### src/rtl/assert_macros.svh
// ----------------------------------------------------------------------------
// assertion macros
// shared concurrent assertion shorthands for the intersection unit
// ----------------------------------------------------------------------------
`ifndef ASSERT_MACROS_SVH
`define ASSERT_MACROS_SVH

// same-cycle implication, disabled while in reset
`define CCI_ASSERT_NOW(label, clk, rst_n, ante, cons, msg) \
    label: assert property (@(posedge clk) disable iff (!rst_n) (ante) |-> (cons)) \
        else $error(msg);

// next-cycle implication, disabled while in reset
`define CCI_ASSERT_NEXT(label, clk, rst_n, ante, cons, msg) \
    label: assert property (@(posedge clk) disable iff (!rst_n) (ante) |=> (cons)) \
        else $error(msg);

`endif

### src/rtl/cci_sqrt.sv
// ----------------------------------------------------------------------------
// cci_sqrt
// pipelined floor square root, one result bit per stage
// ----------------------------------------------------------------------------
`default_nettype none

module cci_sqrt #(
    parameter int KW  = 8,
    parameter int SDW = 1
) (
    input  wire logic           i_clk,
    input  wire logic           i_rst_n,
    input  wire logic           i_en,
    input  wire logic           i_valid,
    input  wire logic [KW-1:0]  i_k,
    input  wire logic [SDW-1:0] i_side,
    output logic                o_valid,
    output logic [KW/2-1:0]     o_root,
    output logic [SDW-1:0]      o_side
);

    localparam int NS = KW / 2;

    logic           r_valid [NS];
    logic [KW-1:0]  r_num   [NS];
    logic [KW-1:0]  r_res   [NS];
    logic [SDW-1:0] r_side  [NS];

    for (genvar k = 0; k < NS; k++) begin : g_stage
        logic           valid_in;
        logic [KW-1:0]  num_in;
        logic [KW-1:0]  res_in;
        logic [SDW-1:0] side_in;
        logic [KW-1:0]  bitv;
        logic [KW-1:0]  trial;
        logic [KW-1:0]  n_num;
        logic [KW-1:0]  n_res;

        if (k == 0) begin : g_first
            assign valid_in = i_valid;
            assign num_in   = i_k;
            assign res_in   = '0;
            assign side_in  = i_side;
        end else begin : g_next
            assign valid_in = r_valid[k-1];
            assign num_in   = r_num[k-1];
            assign res_in   = r_res[k-1];
            assign side_in  = r_side[k-1];
        end

        // trial subtract at this power of four
        assign bitv  = KW'(1) << (2 * (NS - 1 - k));
        assign trial = res_in + bitv;

        always_comb begin
            if (num_in >= trial) begin
                n_num = num_in - trial;
                n_res = (res_in >> 1) + bitv;
            end else begin
                n_num = num_in;
                n_res = res_in >> 1;
            end
        end

        always_ff @(posedge i_clk) begin
            if (!i_rst_n) begin
                r_valid[k] <= 1'b0;
            end else if (i_en) begin
                r_valid[k] <= valid_in;
            end
        end

        always_ff @(posedge i_clk) begin
            if (i_en) begin
                r_num[k]  <= n_num;
                r_res[k]  <= n_res;
                r_side[k] <= side_in;
            end
        end
    end

    assign o_valid = r_valid[NS-1];
    assign o_root  = r_res[NS-1][NS-1:0];
    assign o_side  = r_side[NS-1];

endmodule

`default_nettype wire

### config.mk
export PLATFORM = sky130hd
export DESIGN_NAME = cci_sqrt
export DESIGN_NICKNAME = d
export VERILOG_FILES = /design/src/rtl/assert_macros.svh /design/src/rtl/cci_sqrt.sv
export SDC_FILE = /design/constraint.sdc
export NUM_CORES = 1
export LEC_CHECK = 0
export ABC_AREA = 0
export BUFFER_PORTS_ARGS = -buffer_cell sky130_fd_sc_hd__buf_2
export CORE_ASPECT_RATIO = 1.25
export CORE_MARGIN = 4
export CORE_UTILIZATION = 40
export CTS_BUF_LIST = sky130_fd_sc_hd__clkbuf_4 sky130_fd_sc_hd__clkbuf_8 sky130_fd_sc_hd__clkbuf_16
export CTS_CLUSTER_SIZE = 16
export DETAILED_ROUTE_END_ITERATION = 8
export GPL_TIMING_DRIVEN = 0
export SLEW_MARGIN = 20
export SYNTH_ARGS = -nofsm -noshare
export SYNTH_HDL_FRONTEND = slang
export SYNTH_SLANG_ARGS = --single-unit
### constraint.sdc
create_clock -name i_clk -period 3.7 [get_ports i_clk]
set_input_delay 0.74 -clock i_clk [delete_from_list [all_inputs] [get_ports i_clk]]
set_output_delay 0.74 -clock i_clk [all_outputs]
set_load 0.01 [all_outputs]
==> flow_metrics.env <==
export IMPL_p_sw_uw=225
export IMPL_fin_setup_tns_ns=0
export IMPL_routabilityCongestion=0.780
export IMPL_core_area_um2=4200
export IMPL_crit_chain="ha_1 > nor2b_1 > o21ai_1 > nand3_1 > mux2_2"
export IMPL_ys_seq_area_frac=0.698
export IMPL_syn_instance_count=117
export IMPL_tightest_slew_ns=0.872
export IMPL_die_area_um2=5620
export IMPL_floorplan_rows=26
export IMPL_drtAntennaViolNets=0
export IMPL_synth_seq_cells=42
export IMPL_holdWs_ns=0.427
export IMPL_timing_rr_start="r_num[1][4]"
export IMPL_synth_cell_types=28
export IMPL_path_class="flip-flop to flip-flop"
export IMPL_cts_root_buf="clkbuf_8"
export IMPL_via_per_inst=4.80
export IMPL_slew_headroom=0.418
export IMPL_clock_path_buffers=2
export IMPL_power_share_sequential=0.602
export IMPL_num_vias=955
export IMPL_grt_usage=0.0990
export IMPL_worstSetupStartpointType="flip-flop"
export IMPL_finClkSkew_ns=0.00256
export IMPL_p_per_area_nw_per_um2=488
export IMPL_power_frac_comb=0.128
export IMPL_ff2ff_setup_slack_ns=1.70
export IMPL_io_pins=19
export IMPL_fin_crit_ns=2.00
export IMPL_pwr_share_clk=0.270
export IMPL_initial_core_util=0.427
export IMPL_drive_above_1_share=0.217
export IMPL_p_leak_uw=0.000810
export IMPL_rsz0062_at_grt="false"
export IMPL_path_max_fanout=5
export IMPL_post_cts_buffers=0
export IMPL_drc=0
export IMPL_antenna_found_initial=0
export IMPL_p_sw_frac=0.227
export IMPL_syn_to_final_growth_pct=13.4
export IMPL_fin_crit_sh=0.541
export IMPL_critical_path_arrival_ns=2.04
export IMPL_placedCellCount=191
export IMPL_fin_nets=165
export IMPL_avgSynthCellArea_um2=15.3
export IMPL_diodes=0
export IMPL_setup_viol=0
export IMPL_path_clk_slew_ns=0.07
export IMPL_cts_hold_buf=0
export IMPL_internal_power_uw=766
export IMPL_cts_tree="yes"
export IMPL_critical_path_top_delay_family="simple AND/OR/NAND/NOR gates"
export IMPL_cp_end_kind="flip-flop"
export IMPL_cp_slowest_cell="edfxtp_1"
export IMPL_worst_path_largest_cell_delay_ns=0.39
export IMPL_io_buffers=18
export IMPL_synth_nets=140
export IMPL_clock_latency_ns=0.29
export IMPL_first_iter_violations=42
export IMPL_crit_required_ns=3.74
export IMPL_grt_pass1_wl_um=4100
export IMPL_min_from="r_side[2]"
export IMPL_cts_sinks=42
export IMPL_cap_violations=0
export IMPL_synth_area_um2=1790
export IMPL_numCtsBuffers=5
export IMPL_htreeDepth=2
export IMPL_die_y_um=82.8
export IMPL_drt_wl_total_um=2330
export IMPL_hold_violations=0
export IMPL_dieWidth_um=67.9
export IMPL_cts_resized=0
export IMPL_fmax_mhz=500
export IMPL_grt_pass1_vias=971
export IMPL_ir_worst_vdd_v=0.000294
export IMPL_drv_slew=0
export IMPL_critPathLaunch="r_num[1][4]"
export IMPL_grt_start_max_net_pins=44
export IMPL_yosys_warnings=0
export IMPL_critPathBufInv=0
export IMPL_drtPass1Iterations=4
export IMPL_wl_per_cell_um=11.7
export IMPL_hpwl_um=1640
export IMPL_fin_cells=199
export IMPL_outcome="finished clean"
export IMPL_hold_path_class="flip-flop to flip-flop"
export IMPL_grt_overflow=0
export IMPL_finalWorstSetupSlack_ns=1.70
export IMPL_pre_cts_slack_ns=1.67
-- stage by stage --
step | cell area, um2 | util | power [uW]
3_3_place_gp | 1950 | 0.465 | 728
5_1_grt | 2030 | 0.484 | 1050
2_1_floorplan | 1790 | - | 694
4_1_cts | 2030 | 0.484 | 1010
3_5_place_dp | 1950 | 0.465 | 735
6_report | 2030 | 0.484 | 991
-- state kept, by name, indices dropped and copies added, names as in the netlist --
register / cells
r_num: 24
r_side: 4
r_res: 10
r_valid: 4
-- synthesized netlist by cell type, drive strengths merged --
library cell,number,share of area
a21o,1,0.0042
mux2i,3,0.017
edfxtp,41,0.69
xnor2,5,0.024
ha,10,0.070
nor2,5,0.012
nand2b,1,0.0035
inv,13,0.027
nor4b,1,0.0049
and3,3,0.010
nand2,5,0.010
o21ai,7,0.020
a41oi,1,0.0049
or4,1,0.0042
nand3,3,0.0084
or2,1,0.0035
and2,1,0.0035
mux2,4,0.027
nor3,1,0.0091
a31oi,1,0.0035
nor2b,3,0.010
nor4,1,0.0035
or4b,1,0.0077
o21a,3,0.013
dfxtp,1,0.011
-- per-layer routing --
metal | routed length, um | part of all wire | global-route usage | vias up
met1 | 874 | 0.37 | 0.102 | 440
met5 | 0 | 0 | 0 | -
met3 | 177 | 0.076 | 0.0419 | 5
met2 | 1210 | 0.52 | 0.161 | 35
li1 | - | - | - | 475
met4 | 71 | 0.030 | 0.0597 | 0
-- path summary, 6_finish.rpt --
check,end,depth (start not counted)
max,r_num[2][5],5
min,r_side[3],0
max reg2reg,r_num[2][5],5
min reg2reg,r_side[3],0
-- power groups by stage --
stage | clock network (uW) | logic [uW] | registers [uW]
global route | 305 | 144 | 601
floorplan | 0 | 89.4 | 604
finish | 268 | 127 | 596
CTS | 282 | 130 | 596
global placement | 0 | 123 | 605
detailed placement | 0 | 129 | 607
-- layout by cell type (no fill, tap or decap), types with 3 or more instances in the layout --
master	Yosys	routed
edfxtp_1	41	41
buf_2	0	18
inv_1	13	13
ha_1	10	10
o21ai_0	6	6
xnor2_1	5	5
nand2_1	5	5
clkbuf_8	0	5
nor2_1	4	4
mux2i_1	3	3
nor2b_1	3	3
nand3_1	3	3
o21a_1	3	3
mux2_2	3	3
and3_1	3	3
clkinv_1	0	3
-- cell type report --
type	instances	area, um2
Inverter	13	48.8
Clock inverter	3	11.3
Fill cell	376	2160
Timing Repair Buffer	18	90.1
Sequential cell	42	1250
Tap cell	56	70.1
Clock buffer	5	68.8
Multi-Input combinational cell	62	492
-- cell families after synthesis --
kind of cell / share of synthesized area
simple gates: 0.0915
mux: 0.0440
buf+inv: 0.0272
flops: 0.698
fa+ha+maj: 0.0698
xor+xnor: 0.0244
compound gates: 0.0447
No activity file was read; power rests on OpenSTA's default activity.
