<file path="src/rtl/assert_macros.svh">
// ----------------------------------------------------------------------------
// assertion macros
// shared concurrent assertion shorthands for the intersection unit
// ----------------------------------------------------------------------------
`ifndef ASSERT_MACROS_SVH
`define ASSERT_MACROS_SVH

// same-cycle implication, disabled while in reset
`define CCI_ASSERT_NOW(label, clk, rst_n, ante, cons, msg) \
    label: assert property (@(posedge clk) disable iff (!rst_n) (ante) |-> (cons)) \
        else $error(msg);

// next-cycle implication, disabled while in reset
`define CCI_ASSERT_NEXT(label, clk, rst_n, ante, cons, msg) \
    label: assert property (@(posedge clk) disable iff (!rst_n) (ante) |=> (cons)) \
        else $error(msg);

`endif

</file>
<file path="src/rtl/cci_pkg.sv">
// ----------------------------------------------------------------------------
// cci_pkg
// shared types and constants of the circle intersection pipeline
// ----------------------------------------------------------------------------
`default_nettype none

package cci_pkg;

    // width of the tolerance register
    localparam int TOL_WIDTH = 16;

    // digit width of the pipelined multipliers
    localparam int MUL_DIGIT = 17;

    // quotient bits produced by each divider, enough to spot the cap
    localparam int QUOT_BITS = 59;

    // magnitude cap of a rounded quotient
    localparam logic [QUOT_BITS-1:0] QUOT_CAP = QUOT_BITS'(1) << 56;

    // relation codes
    typedef enum logic [2:0] {
        REL_CONCENTRIC = 3'd0,
        REL_APART      = 3'd1,
        REL_CONTAINED  = 3'd2,
        REL_TOUCHING   = 3'd3,
        REL_CROSSING   = 3'd4
    } t_relation;

endpackage

`default_nettype wire

</file>
<file path="src/rtl/cci_mul.sv">
// ----------------------------------------------------------------------------
// cci_mul
// pipelined multiplier, one digit of the second operand per stage
// ----------------------------------------------------------------------------
`default_nettype none

module cci_mul import cci_pkg::*; #(
    parameter int AW  = 8,
    parameter int BW  = 8,
    parameter int SDW = 1
) (
    input  wire logic           i_clk,
    input  wire logic           i_rst_n,
    input  wire logic           i_en,
    input  wire logic           i_valid,
    input  wire logic [AW-1:0]  i_a,
    input  wire logic [BW-1:0]  i_b,
    input  wire logic [SDW-1:0] i_side,
    output logic                o_valid,
    output logic [AW+BW-1:0]    o_p,
    output logic [SDW-1:0]      o_side
);

    localparam int NS  = (BW + MUL_DIGIT - 1) / MUL_DIGIT;
    localparam int BPW = NS * MUL_DIGIT;
    localparam int ACW = AW + BPW;
    localparam int PPW = AW + MUL_DIGIT;

    logic           r_valid [NS];
    logic [AW-1:0]  r_a     [NS];
    logic [BPW-1:0] r_b     [NS];
    logic [ACW-1:0] r_acc   [NS];
    logic [SDW-1:0] r_side  [NS];

    for (genvar k = 0; k < NS; k++) begin : g_stage
        logic           valid_in;
        logic [AW-1:0]  a_in;
        logic [BPW-1:0] b_in;
        logic [ACW-1:0] acc_in;
        logic [SDW-1:0] side_in;
        logic [PPW-1:0] pp;
        logic [ACW-1:0] n_acc;

        // stage inputs: ports for the first stage, previous stage otherwise
        if (k == 0) begin : g_first
            assign valid_in = i_valid;
            assign a_in     = i_a;
            assign b_in     = BPW'(i_b);
            assign acc_in   = '0;
            assign side_in  = i_side;
        end else begin : g_next
            assign valid_in = r_valid[k-1];
            assign a_in     = r_a[k-1];
            assign b_in     = r_b[k-1];
            assign acc_in   = r_acc[k-1];
            assign side_in  = r_side[k-1];
        end

        // partial product of this digit, added at its weight
        assign pp    = PPW'(a_in) * PPW'(b_in[k*MUL_DIGIT +: MUL_DIGIT]);
        assign n_acc = acc_in + (ACW'(pp) << (k * MUL_DIGIT));

        always_ff @(posedge i_clk) begin
            if (!i_rst_n) begin
                r_valid[k] <= 1'b0;
            end else if (i_en) begin
                r_valid[k] <= valid_in;
            end
        end

        always_ff @(posedge i_clk) begin
            if (i_en) begin
                r_a[k]    <= a_in;
                r_b[k]    <= b_in;
                r_acc[k]  <= n_acc;
                r_side[k] <= side_in;
            end
        end
    end

    assign o_valid = r_valid[NS-1];
    assign o_p     = r_acc[NS-1][AW+BW-1:0];
    assign o_side  = r_side[NS-1];

endmodule

`default_nettype wire

</file>
<file path="config.mk">
export PLATFORM = sky130hd
export DESIGN_NAME = cci_mul
export DESIGN_NICKNAME = d
export VERILOG_FILES = /design/src/rtl/assert_macros.svh /design/src/rtl/cci_pkg.sv /design/src/rtl/cci_mul.sv
export SDC_FILE = /design/constraint.sdc
export NUM_CORES = 1
export LEC_CHECK = 0
export ABC_AREA = 1
export BUFFER_PORTS_ARGS = -buffer_cell sky130_fd_sc_hd__buf_2
export CAP_MARGIN = 20
export CORE_MARGIN = 10
export CORE_UTILIZATION = 50
export CTS_CLUSTER_DIAMETER = 40
export DETAILED_ROUTE_END_ITERATION = 16
export PLACE_DENSITY = 0.71
export SYNTH_ARGS = -nofsm -noshare
export SYNTH_HDL_FRONTEND = slang
export SYNTH_SLANG_ARGS = --single-unit
</file>
<file path="constraint.sdc">
create_clock -name i_clk -period 5.1 [get_ports i_clk]
set_input_delay 0.255 -clock i_clk [delete_from_list [all_inputs] [get_ports i_clk]]
set_output_delay 0.255 -clock i_clk [all_outputs]
set_load 0.02 [all_outputs]
</file>
==> results by group <==
Run status
  – Outcome: finished clean

Timing
  – Final worst path period need: 3.68 ns
  – Worst Tran Pin Value: 0.400 ns
  – RSZ-0062 raised after global routing: false
  – Setup TNS after final layout: 0 ns
  – Max Fclk: 0.272 GHz
  – Period utilization: 0.721
  – Final Hold Vio Count: 0
  – WHS: 0.184 ns
  – Slew headroom: 0.733
  – Final Setup Violations: 0
  – Max-slew violations: 0

Floorplan
  – Die footprint: 9390 sq um
  – Io pins: 39
  – FP Rows: 27
  – Die H: 96.9 um
  – Core area: 5610 sq um
  – Die W: 96.9 um
  – Effective utilization at floorplan: 0.527

Synthesis
  – Syn Nets: 489
  – Seq/Total Area, Yosys: 0.183
  – Area leader, netlist: fa_1
  – Register bit total from synthesis: 18
  – Mapped Area: 2960 sq um
  – EDFF count, synth: 18
  – Post-synth top area share: 0.244
  – Mean Syn Cell Area: 7.46 sq um
  – Most frequent cell after synthesis: inv_1
  – Top FF cell, synth: edfxtp_1
  – Yosys warning total: 0
  – Synthesized instance count: 396
  – Netlist cell types: 17
  – Ys async rst share: 0
  – Top cells by count, synth: inv_1, nand2_1, fa_1, ha_1, edfxtp_1
  – Area contributors post-synth: fa_1, edfxtp_1, inv_1, nand2_1, ha_1

Worst setup path
  – CP Max Fanout: 8
  – Crit Path Category: input port to flop
  – Worst Setup End Kind: flop
  – Crit path required time: 5.11 ns
  – Crit path launch type: input port
  – Arrival time of the worst setup path: 3.69 ns

Drt
  – Drt pass-1 iters: 4
  – Initial drt markers: 89
  – Vias: 2,342
  – Drt drc: 0
  – ANT nets after route: 0
  – Routed length per instance: 11.5 um
  – Final WL: 5680 um
  – Via density: 4.74

Placement
  – DP Area: 3180 sq um
  – Final GP Congestion: 0.898
  – HPWL after detailed placement: 5060 um
  – IO buf count: 38
  – # placed instances: 490

Cells and area
  – FILL cells: 578
  – Layout cells sized above 1: 0.123
  – Design Area, Final: 3220 sq um
  – Final Util: 0.574
  – Area Overhead vs Synth: 8.98%
  – N_diodes: 0
  – Finished Layout Cells: 494
  – Nets@finish: 516

Clock tree
  – Max clock buf depth: 2
  – Htree depth: 1
  – CTS Hold Bufs: 0
  – Postcts setup bufs: 0
  – Number of gates resized after CTS: 0
  – Cts bufs inserted: 3
  – CTS Root Buffer Type: clkbuf_8
  – Total number of clock tree sinks: 18
  – CTS tree: built
  – Reg clk slew, reported paths: 0.07 ns

Global routing
  – First-pass GRT wire length: 10,800 um
  – Largest net degree at the start of global routing: 20
  – Initial antenna violation count: 0
  – Vias in the first global route: 2,517
  – GR Util All Layers: 0.131
  – Remaining global-route overflow: 0

Power and ir drop
  – Pwr Density: 368 nW/um^2
  – Peak supply drop: 0.000257 V
  – LEAKAGE: 2.12 nW

Flow run
  – Max-Cap Viols: 0

Hold path
  – Hold Path Class: input port to flop
==> state kept, by name, summed over array words and instances, names as in the netlist <==
name	count
r_acc	16
r_side	1
r_valid	1
==> through the flow <==
| step | power (mW) | worst slack (ns) |
|---|---|---|
| after detailed placement | 1.10 | 1.14 |
| after floorplan | 0.905 | 1.25 |
| after global placement | 1.08 | 1.18 |
| after CTS | 1.20 | 1.41 |
| after global routing | 1.34 | 1.15 |
| final | 1.19 | 1.42 |
==> metal layers <==
metal / up-vias / GRT usage / wire (um)
met4: 0 / 0.0203 / 46
met1: 1111 / 0.152 / 2370
li1: 1181 / - / -
met2: 44 / 0.248 / 3020
met3: 6 / 0.0206 / 247
met5: - / 0 / 0
==> placed cells by master, fill, tap and decap left out, types with 2 or more instances in the layout <==
cell / instances
nand4_1: 5
nand2_1: 123
nor2_1: 5
inv_2: 3
nand3_1: 10
nor2_2: 2
edfxtp_1: 18
inv_1: 124
buf_2: 38
fa_1: 36
clkbuf_8: 3
xor2_1: 6
nand3_2: 2
nand2_2: 4
a21oi_1: 4
ha_1: 36
==> logic make-up after synthesis <==
group,Yosys count,share of synthesized area
AND/OR/NAND/NOR,152,0.212
buffers and inverters,143,0.182
XOR/XNOR,7,0.0207
flip-flops,18,0.183
adder cells (fa/ha/maj),72,0.396
AO/OA/AOI/OAI,4,0.00677
==> path summary, 6_finish.rpt <==
path / start / cells after the start / slack (ns) / endpoint
worst min-delay path: i_side / 1 / 0.18 / r_side[0]$_DFFE_PP_
worst max-delay path: i_b[7] / 18 / 1.42 / r_acc[0][15]$_DFFE_PP_
==> area by class of cell <==
cell class,instances,area (sq um),share of cell area
multi-input cells,235,1880,0.583
flip-flops and latches,18,541,0.168
inverters,127,477,0.148
repair buffers,38,190,0.0591
well taps,72,90.1,0.0280
clock buffers,3,41.3,0.0128
clock inverters,1,3.75,0.00117
==> worst max-delay path, stage by stage <==
cell and delay, ns:
buf_2 0.15, nand2_1 0.08, inv_1 0.05, fa_1 0.53
fa_1 0.52, fa_1 0.54, inv_1 0.06, fa_1 0.53
inv_1 0.04, ha_1 0.36, nand2_1 0.11, inv_1 0.07
nand2_2 0.08, nand2_1 0.05, nand2_1 0.07, nand3_1 0.08
nand2_1 0.06, nand2_1 0.05
==> report_power, final <==
part           internal (mW)  leakage (nW)  switching [mW]
logic                  0.302          1.92           0.529
registers              0.246         0.176          0.0105
clock network         0.0534        0.0231          0.0447
total                  0.602          2.12           0.585
Power figures use the tool's default switching activity.
