<file path="src/rtl/assert_macros.svh">
// ----------------------------------------------------------------------------
// assertion macros
// shared concurrent assertion shorthands for the intersection unit
// ----------------------------------------------------------------------------
`ifndef ASSERT_MACROS_SVH
`define ASSERT_MACROS_SVH

// same-cycle implication, disabled while in reset
`define CCI_ASSERT_NOW(label, clk, rst_n, ante, cons, msg) \
    label: assert property (@(posedge clk) disable iff (!rst_n) (ante) |-> (cons)) \
        else $error(msg);

// next-cycle implication, disabled while in reset
`define CCI_ASSERT_NEXT(label, clk, rst_n, ante, cons, msg) \
    label: assert property (@(posedge clk) disable iff (!rst_n) (ante) |=> (cons)) \
        else $error(msg);

`endif

</file>
<file path="src/rtl/cci_div.sv">
// ----------------------------------------------------------------------------
// cci_div
// pipelined restoring divider giving floor((2n + d) / 2d), one bit per stage
// ----------------------------------------------------------------------------
`default_nettype none

module cci_div #(
    parameter int NW  = 8,
    parameter int DNW = 8,
    parameter int QB  = 8,
    parameter int SDW = 1
) (
    input  wire logic           i_clk,
    input  wire logic           i_rst_n,
    input  wire logic           i_en,
    input  wire logic           i_valid,
    input  wire logic [NW-1:0]  i_num,
    input  wire logic [DNW-1:0] i_den,
    input  wire logic [SDW-1:0] i_side,
    output logic                o_valid,
    output logic [QB-1:0]       o_q,
    output logic [SDW-1:0]      o_side
);

    localparam int DW = DNW + 1;
    localparam int RW = ((NW > DNW + QB) ? NW : DNW + QB) + 2;

    // rounding prep: numerator 2n + d, divisor 2d
    logic           r_pvalid;
    logic [RW-1:0]  r_prem;
    logic [DW-1:0]  r_pd;
    logic [SDW-1:0] r_pside;

    always_ff @(posedge i_clk) begin
        if (!i_rst_n) begin
            r_pvalid <= 1'b0;
        end else if (i_en) begin
            r_pvalid <= i_valid;
        end
    end

    always_ff @(posedge i_clk) begin
        if (i_en) begin
            r_prem  <= (RW'(i_num) << 1) + RW'(i_den);
            r_pd    <= {i_den, 1'b0};
            r_pside <= i_side;
        end
    end

    logic           r_valid [QB];
    logic [RW-1:0]  r_rem   [QB];
    logic [DW-1:0]  r_d     [QB];
    logic [QB-1:0]  r_q     [QB];
    logic [SDW-1:0] r_side  [QB];

    for (genvar k = 0; k < QB; k++) begin : g_stage
        logic           valid_in;
        logic [RW-1:0]  rem_in;
        logic [DW-1:0]  d_in;
        logic [QB-1:0]  q_in;
        logic [SDW-1:0] side_in;
        logic [RW-1:0]  dsh;
        logic           ge;
        logic [RW-1:0]  n_rem;
        logic [QB-1:0]  n_q;

        if (k == 0) begin : g_first
            assign valid_in = r_pvalid;
            assign rem_in   = r_prem;
            assign d_in     = r_pd;
            assign q_in     = '0;
            assign side_in  = r_pside;
        end else begin : g_next
            assign valid_in = r_valid[k-1];
            assign rem_in   = r_rem[k-1];
            assign d_in     = r_d[k-1];
            assign q_in     = r_q[k-1];
            assign side_in  = r_side[k-1];
        end

        // compare and subtract at this quotient bit
        assign dsh   = RW'(d_in) << (QB - 1 - k);
        assign ge    = rem_in >= dsh;
        assign n_rem = ge ? rem_in - dsh : rem_in;
        assign n_q   = ge ? (q_in | (QB'(1) << (QB - 1 - k))) : q_in;

        always_ff @(posedge i_clk) begin
            if (!i_rst_n) begin
                r_valid[k] <= 1'b0;
            end else if (i_en) begin
                r_valid[k] <= valid_in;
            end
        end

        always_ff @(posedge i_clk) begin
            if (i_en) begin
                r_rem[k]  <= n_rem;
                r_d[k]    <= d_in;
                r_q[k]    <= n_q;
                r_side[k] <= side_in;
            end
        end
    end

    assign o_valid = r_valid[QB-1];
    assign o_q     = r_q[QB-1];
    assign o_side  = r_side[QB-1];

endmodule

`default_nettype wire

</file>
<file path="config.mk">
export PLATFORM = sky130hd
export DESIGN_NAME = cci_div
export DESIGN_NICKNAME = d
export VERILOG_FILES = /design/src/rtl/assert_macros.svh /design/src/rtl/cci_div.sv
export SDC_FILE = /design/constraint.sdc
export NUM_CORES = 1
export LEC_CHECK = 0
export BUFFER_PORTS_ARGS = -buffer_cell sky130_fd_sc_hd__buf_4
export CAP_MARGIN = 20
export CORE_MARGIN = 2
export CORE_UTILIZATION = 55
export DETAILED_ROUTE_END_ITERATION = 16
export PLACE_DENSITY = 0.72
export REMOVE_ABC_BUFFERS = 1
export SLEW_MARGIN = 30
export SYNTH_ARGS = -nofsm -noshare
export SYNTH_HDL_FRONTEND = slang
export SYNTH_SLANG_ARGS = --single-unit
</file>
<file path="constraint.sdc">
create_clock -name i_clk -period 3.3 [get_ports i_clk]
set_input_delay 0.33 -clock i_clk [delete_from_list [all_inputs] [get_ports i_clk]]
set_output_delay 0.33 -clock i_clk [all_outputs]
set_load 0.01 [all_outputs]
</file>
==> results of run 1 <==
metrics by stage:
step / setup WS (ns) / utilization, % / std cells / hold WS (ns)
after floorplan: 0.580 / - / 876 / 0.400
after CTS: 0.392 / 63.1 / 1246 / 0.0615
after global routing: 0.164 / 63.1 / 1246 / 0.0925
final: 0.391 / 63.1 / 1246 / 0.0791
after detailed placement: 0.405 / 58.7 / 1189 / 0.405
after global placement: 0.440 / 58.7 / 1189 / 0.400
cells in the final DEF (no fill, tap or decap), types with 6 or more instances in the layout:
master and n:
sky130_fd_sc_hd__edfxtp_1 244, sky130_fd_sc_hd__inv_1 78, sky130_fd_sc_hd__ha_1 64, sky130_fd_sc_hd__nor2_1 63, sky130_fd_sc_hd__nand2_1 45, sky130_fd_sc_hd__o21ai_0 44
sky130_fd_sc_hd__a21oi_1 42, sky130_fd_sc_hd__buf_4 36, sky130_fd_sc_hd__xnor2_1 31, sky130_fd_sc_hd__clkbuf_16 27, sky130_fd_sc_hd__xor2_1 22, sky130_fd_sc_hd__nor3_1 21
sky130_fd_sc_hd__mux2_2 16, sky130_fd_sc_hd__o21a_1 15, sky130_fd_sc_hd__a21o_1 14, sky130_fd_sc_hd__nor4_1 13, sky130_fd_sc_hd__nor2b_1 13, sky130_fd_sc_hd__or4_1 12
sky130_fd_sc_hd__nand2b_1 11, sky130_fd_sc_hd__nand3_1 11, sky130_fd_sc_hd__and3_1 10, sky130_fd_sc_hd__dlygate4sd3_1 9, sky130_fd_sc_hd__fa_1 8, sky130_fd_sc_hd__a211oi_1 7
sky130_fd_sc_hd__clkinv_1 7, sky130_fd_sc_hd__nand4_1 6, sky130_fd_sc_hd__nand4b_1 6, sky130_fd_sc_hd__o31ai_1 6, sky130_fd_sc_hd__mux2i_1 6
cells by family after synthesis:
group                    count (synthesis)
adder cells (fa/ha/maj)                 72
AO/OA/AOI/OAI                          167
multiplexers                            22
flip-flops                             246
XOR/XNOR                                53
buffers and inverters                   88
AND/OR/NAND/NOR                        238
synthesized netlist by cell type (3+ instances only):
cell type,count
sky130_fd_sc_hd__o31ai_1,6
sky130_fd_sc_hd__ha_1,64
sky130_fd_sc_hd__nand4_1,6
sky130_fd_sc_hd__nand2b_1,11
sky130_fd_sc_hd__o21ai_0,44
sky130_fd_sc_hd__a21oi_1,42
sky130_fd_sc_hd__xor2_1,22
sky130_fd_sc_hd__o21bai_1,3
sky130_fd_sc_hd__a211oi_1,7
sky130_fd_sc_hd__mux2i_1,6
sky130_fd_sc_hd__or4_1,12
sky130_fd_sc_hd__a21boi_0,4
sky130_fd_sc_hd__nand3_1,11
sky130_fd_sc_hd__clkbuf_1,4
sky130_fd_sc_hd__and3_1,10
sky130_fd_sc_hd__o21a_1,15
sky130_fd_sc_hd__xnor2_1,31
sky130_fd_sc_hd__a31oi_1,5
sky130_fd_sc_hd__nand4b_1,6
sky130_fd_sc_hd__fa_1,8
sky130_fd_sc_hd__nor2b_1,13
sky130_fd_sc_hd__inv_1,78
sky130_fd_sc_hd__a2111oi_0,4
sky130_fd_sc_hd__and2_1,3
sky130_fd_sc_hd__nor2_1,63
sky130_fd_sc_hd__edfxtp_1,244
sky130_fd_sc_hd__nand2_1,45
sky130_fd_sc_hd__or3_1,5
sky130_fd_sc_hd__o31a_1,5
sky130_fd_sc_hd__nor3_1,21
sky130_fd_sc_hd__nor4_1,13
sky130_fd_sc_hd__a21o_1,14
sky130_fd_sc_hd__buf_2,4
sky130_fd_sc_hd__mux2_2,16
sky130_fd_sc_hd__nand3b_1,3
worst max-delay path, cell delays in order, from the launching register on:
cell and delay [ns]:
sky130_fd_sc_hd__edfxtp_1 0.39, sky130_fd_sc_hd__ha_1 0.39, sky130_fd_sc_hd__nand4b_1 0.21, sky130_fd_sc_hd__or4_1 0.59
sky130_fd_sc_hd__nand4_1 0.16, sky130_fd_sc_hd__nand2b_1 0.32, sky130_fd_sc_hd__buf_4 0.26, sky130_fd_sc_hd__mux2_2 0.34
per-layer routing:
metal / up-vias / share of wire (%) / track usage, %
met5: - / 0 / 0
met3: 59 / 3.2 / 2.84
li1: 3447 / - / -
met4: 0 / 4.8 / 8.96
met2: 133 / 55 / 34.7
met1: 3330 / 37 / 17.2
state kept, by name, summed over array words and instances (netlist names):
name	count
g_stage.d_in	8
g_stage.rem_in	9
g_stage.side_in	1
g_stage.valid_in	1
r_d	49
r_q	36
r_rem	126
r_side	8
r_valid	8
timing repair:
item                      CTS  global route
hold endpoints to repair    9             0
setup buffers               0             0
hold buffers                9             0
power groups by stage:
stage	clock network, mW	registers (mW)	logic [mW]
floorplan	0	4.16	1.19
global placement	0	4.22	1.51
detailed placement	0	4.23	1.55
CTS	2.85	4.17	1.57
global route	2.97	4.22	1.77
finish	2.79	4.17	1.57
worst paths after layout:
kind	start	endpoint	slack, ns	depth (start not counted)
hold reg to reg	r_side[1][2]	r_side[1][3]	0.41	0
hold / removal	i_valid	g_stage[0].valid_in	0.08	3
setup reg to reg	r_rem[2][11]	r_rem[3][9]	0.39	7
setup / recovery	r_rem[2][11]	r_rem[3][9]	0.39	7
final cells by class:
type / count / area, sq um
fillers: 1596 / 7740
flip-flops and latches: 246 / 7370
multi-input cells: 552 / 3990
clock buffers: 32 / 694
repair buffers: 47 / 395
well taps: 275 / 344
inverters: 78 / 293
clock inverters: 16 / 129
==> run summary, run 1 <==
The mean post-synth cell area is 13.2 sq um. For this configuration, the core starts out at a cell density of 55.9%. Data arrives at the worst endpoint at 3.18 ns.

The maximum clock frequency is 344 MHz. The deepest clock path buffer count came out at 3. The number of setup violations in the final report is 0. The via count of the first global-routing pass is 7,080. The number of max-slew violations in the final report is 0. The complex-gate fraction of the synthesized area came out at 9.18%. In this run the vertical extent of the chip is 150 microns. The CTS H-tree depth is 1. The standard-cell row count is 53. The count of mapped cells out of synthesis is 886.

The overall die area came out at 22,500 sq um. The number of hold violations in the final report came out at 0. The total of flip-flops plus latches after synthesis is 246. The number of buffers inserted during clock tree synthesis is 27. The wire length reported by the detailed router is 19,200 microns. The TritonCTS sink count came out at 246. The launching element type of the critical path is a register. The summed negative setup slack over all endpoints is 0 ns.

STA classifies the critical path endpoint as a register. The top cell type's share of synthesized area is 62.6%. The fraction of power spent switching nets is 26.0%. Summing all non-filler instances in the final layout gives an area of 13,200 sq um. The synthesized design spends more area on one cell type than any other, namely sky130_fd_sc_hd__edfxtp_1.

The count of TritonRoute iterations in the first routing pass came out at 7. The number of vias per cell is 5.59. The worst-case IR drop observed on VDD is 0.000438 V.

In the final layout, the share of cells above drive strength 1 is 10.5%. The repair_antennas step left the layout with diodes totalling 0. The total number of yosys warnings came out at 0. Measured along the x axis, the die boundary spans 150 microns. The wire length of the first global-routing pass is 31,400 microns. The type of the worst setup path is reg -> reg. The transition time of the tightest slew-check pin is 0.810 ns. The half-perimeter wire length after detailed placement came out at 13,600 microns. The part of the total power dissipated in combinational logic came out at 18.4%.

For this design the static power due to leakage is 5.02 nW. The run finished with clean final reports. Setup repair after global routing left no endpoint under its margin.

The peak fanout along the critical path is 12. After Yosys synthesis, full adders, half adders and majority gates account for 8.21% of the synthesized area. The share of the yosys chip area belonging to registers is 62.9%.

TritonCTS built the clock tree. Sequential cells account for 48.9% of the total power. After synthesis the cells add up to 11,700 sq um.

From synthesis to final layout, the design area changed by 12.9%. The share of the clock period used by the worst path after layout came out at 88.2%. The relative contribution of the clock network to total power came out at 32.7%. The wire length per cell after detailed routing is 15.4 microns.

The most used flip-flop cell after synthesis is sky130_fd_sc_hd__edfxtp_1. The cell chosen for the clock root is sky130_fd_sc_hd__clkbuf_16. The number of top-level pins came out at 31. The internal cell power is 6.32 mW. The share of synthesized flip-flops with an asynchronous set or reset is 0%. After floorplanning, the core was sized to cover 21,000 sq um. STA puts the critical path data required time at 3.57 ns. The worst clock skew came out at 0.00969 ns. In this run the worst hold path is classified as in -> reg. The number of remaining DRC errors is 0. The starting DRC count in detailed routing came out at 317. The count of buffers inserted at the top-level ports is 30. The number of gates given a new drive strength after cts is 0. The total track usage came out at 17.5%.

The placed instances occupy a cell area of 12,300 sq um. Yosys mapped a number of flops with a built-in enable equal to 244. Global routing finished with a remaining overflow of 0. The reported net switching power is 2.21 mW. The post-synthesis simple-gate area fraction is 10.7%. After synthesis, the largest family of logic cells by area is simple AND/OR/NAND/NOR gates. The worst pin sits at a relative slew slack of 45.8%. The clock period could shrink to 2.91 ns. For the worst-skew pair, the clock arrives at the later sink with an insertion delay of 0.52 ns. The clock-pin transition on the worst setup and hold timing paths is 0.06 ns. The number of different library cells in the post-synthesis netlist came out at 63.

After layout, the design draws a total of 8.53 mW. Once detail routing completed, the nets flagged for antenna violations numbered 0. The XOR/XNOR share of the synthesized area is 3.97%. The total of max-cap violations is 0. The power density normalized to cell area came out at 645 nW/um^2. Sorting the synthesized cells by area gives the leading types as sky130_fd_sc_hd__edfxtp_1 (63%), sky130_fd_sc_hd__ha_1 (6.8%), sky130_fd_sc_hd__inv_1 (2.5%), sky130_fd_sc_hd__xnor2_1 (2.3%), sky130_fd_sc_hd__nor2_1 (2.0%). Entering global routing, the biggest net connects 81 pins.

The multiplexer share of the synthesized area came out at 2.05%. Summing over every cut layer, the via total after detailed routing is 6,969. For this run, the post-layout net count is 1,045. Routability-driven placement finished with a final weighted congestion of 0.925. The initial antenna violation count is 0.
Power figures use the tool's default switching activity.
==> run 2: changes to the inputs <==
==> constraint.sdc (replaced) <==
create_clock -name i_clk -period 2.85 [get_ports i_clk]
set_input_delay 0.285 -clock i_clk [delete_from_list [all_inputs] [get_ports i_clk]]
set_output_delay 0.285 -clock i_clk [all_outputs]
set_load 0.01 [all_outputs]
==> run summary, run 2 (synthesized netlist as in run 1, its figures left out) <==
Status: finished clean (unchanged). The deepest clock path buffer count is 3 (unchanged). The type of the worst setup path is reg -> reg (unchanged). The total of max-cap violations came out at 0 (unchanged).

The sum of overflow across all layers after global routing came out at 0 (unchanged). The number of flip-flops in the largest register was 126 (unchanged). Setup repair after global routing missed its margin: true (was false).

The total track usage came out at 17.5% (about the same). The count of buffers inserted at the top-level ports is 30 (unchanged). The CTS H-tree depth came to 1 (unchanged). The number of top-level pins is 31 (unchanged). The half-perimeter wire length after detailed placement is 13,400 microns (was 13,600 microns). The initial antenna violation count is 0 (unchanged).

The worst clock skew is 0.0131 ns (was 0.00969 ns). The number of vias per cell is 5.54 (was 5.59). The leading cell type in the layout, fill and taps excluded is sky130_fd_sc_hd__edfxtp_1 (unchanged). The number of setup violations in the final report came to 0 (unchanged). The number of remaining DRC errors is 0 (unchanged). The overall die area came to 22,500 sq um (unchanged).

The peak fanout along the critical path is 5 (was 12). The wire length of the first global-routing pass is 31,400 microns (about the same). The wire length per cell after detailed routing is 15.0 microns (was 15.4 microns). The number of cells after detailed placement came out at 1,199 (was 1,189). The class of the most critical hold timing path is in -> reg (unchanged). The cell chosen for the clock root is sky130_fd_sc_hd__clkbuf_16 (unchanged).

The standard-cell row count was 53 (unchanged). The worst endpoint required time is 3.12 ns (was 3.57 ns). The worst slew margin relative to its limit came to 53.7% (was 45.8%). The starting DRC count in detailed routing came out at 297 (was 317). The minimum clock period after layout came to 2.71 ns (was 2.91 ns). The total power of the final layout came out at 9.92 mW (was 8.53 mW).

The clock-pin transition on the worst setup and hold timing paths is 0.06 ns (about the same). The hold slack is 0.0373 ns (was 0.0791 ns). The element type at the critical path end is a register (unchanged). The via count of the routed design came out at 6,955 (was 6,969).

The wire length reported by the detailed router is 18,900 microns (was 19,200 microns). The CTS tree is yes (unchanged). The launching element type of the critical path is a register (unchanged). The routability congestion estimate from global placement came out at 0.901 (was 0.925). The via count of the first global-routing pass came to 7,112 (was 7,080). The summed negative setup slack over all endpoints came out at 0 ns (unchanged). The number of buffers inserted during clock tree synthesis came out at 26 (was 27).

The overall die width came out at 150 microns (unchanged). The post-layout net count came to 1,054 (was 1,045). The peak supply drop is 0.000484 V (was 0.000438 V). The number of max-slew violations in the final report is 0 (unchanged).

Highest-count cells in the layout ignoring fill and taps: sky130_fd_sc_hd__edfxtp_1 (244), sky130_fd_sc_hd__inv_1 (78), sky130_fd_sc_hd__ha_1 (64) (unchanged). The arrival time of data at the critical path endpoint is 2.98 ns (was 3.18 ns). The area inside the core boundary came out at 21,000 sq um (unchanged). The pin count of the biggest net entering global routing is 92 (was 81).

Biggest registers after layout: r_rem (126), r_d (49), r_q (36) (unchanged). The antenna diode count was 0 (unchanged). The number of hold violations in the final report is 0 (unchanged). The register containing the most flip-flops in the final layout is r_rem (unchanged). The instance area at placement came to 12,400 sq um (was 12,300 sq um). The height of the chip was 150 microns (unchanged). The number of setup buffers added after CTS came out at 0 (unchanged). The area added between synthesis and finish came out at 13.9% (was 12.9%). The count of TritonRoute iterations in the first routing pass came to 5 (was 7). The number of non-filler instances in the completed layout came out at 1,256 (was 1,246). The TritonCTS sink count came out at 246 (unchanged). The share of the clock period used by the worst path after layout is 95.2% (was 88.2%). The total non-filler cell area in the finished layout came out at 13,300 sq um (was 13,200 sq um).

The maximum clock frequency is 369 MHz (was 344 MHz). The fraction of layout cells with a size suffix above 1 came out at 11.6% (was 10.5%). The clock insertion delay at the later pin of the skew report came out at 0.52 ns (about the same). The power density normalized to cell area came out at 744 nW/um^2 (was 645 nW/um^2). The static leakage came to 5.08 nW (was 5.02 nW). The transition time of the tightest slew-check pin came to 0.694 ns (was 0.810 ns).

The remaining number of nets flagged by the antenna check after routing is 0 (unchanged). The initial cell density of the core was 55.9% (unchanged).
==> run 2: cell count changes in the layout (fill, tap and decap cells not counted), moves of 2 or more <==
cell	delta
sky130_fd_sc_hd__clkbuf_1	+7
sky130_fd_sc_hd__buf_4	+9
sky130_fd_sc_hd__clkinv_1	-6
sky130_fd_sc_hd__clkinvlp_4	-2
==> run 2: final timing paths <==
path	from	depth (start not counted)	slack, ns	to
max	r_rem[1][6]	11	0.14	r_rem[2][13]
max reg2reg	r_rem[1][6]	11	0.14	r_rem[2][13]
min	i_valid	3	0.04	g_stage[0].valid_in
min reg2reg	r_q[5][7]	0	0.42	r_q[6][7]
==> run 2: cell type report <==
cell class              instances  area (sq um)
inverters                      78           293
fillers                      1626          7620
repair buffers                 57           483
clock buffers                  40           734
multi-input cells             552          4020
flip-flops and latches        246          7370
well taps                     275           344
clock inverters                 8          95.1
==> run 2: timing repair <==
| action | 4_1_cts | 5_1_grt |
|---|---|---|
| gates resized for setup | 0 | 5 |
| hold endpoints to repair | 9 | 0 |
| endpoints found under the setup margin | 0 | 17 |
| hold buffers | 9 | 0 |
==> run 2: critical path: stages, from the launching register on <==
cell                       delay, ns
sky130_fd_sc_hd__edfxtp_1       0.38
sky130_fd_sc_hd__inv_1          0.07
sky130_fd_sc_hd__ha_1           0.16
sky130_fd_sc_hd__inv_1          0.06
sky130_fd_sc_hd__fa_1           0.41
sky130_fd_sc_hd__a21o_1         0.21
sky130_fd_sc_hd__a221oi_2       0.31
sky130_fd_sc_hd__o21ai_0        0.22
sky130_fd_sc_hd__nor2_2         0.25
sky130_fd_sc_hd__buf_4          0.18
sky130_fd_sc_hd__a211oi_1       0.05
sky130_fd_sc_hd__a21o_1         0.17
==> run 2: routing by layer <==
layer  vias to the layer above  GRT usage, %  share of wire [%]
met3                        55          2.90                3.6
met2                       134          34.7                 55
met5                         -             0                  0
met1                      3291          17.5                 37
met4                         0          8.16                4.4
li1                       3475             -                  -
==> run 2: power breakdown <==
| group | switching (mW) | internal (mW) | leakage, nW |
|---|---|---|---|
| Combinational | 0.990 | 0.861 | 2.29 |
| Clock | 1.28 | 1.95 | 0.400 |
| Sequential | 0.265 | 4.56 | 2.39 |
==> run 2: per-stage QoR <==
stage	util, %	setup slack, ns
floorplan	-	0.130
global placement	59.1	0.0943
detailed placement	59.1	0.0469
CTS	63.5	0.0313
global route	63.6	-0.0242
finish	63.6	0.138
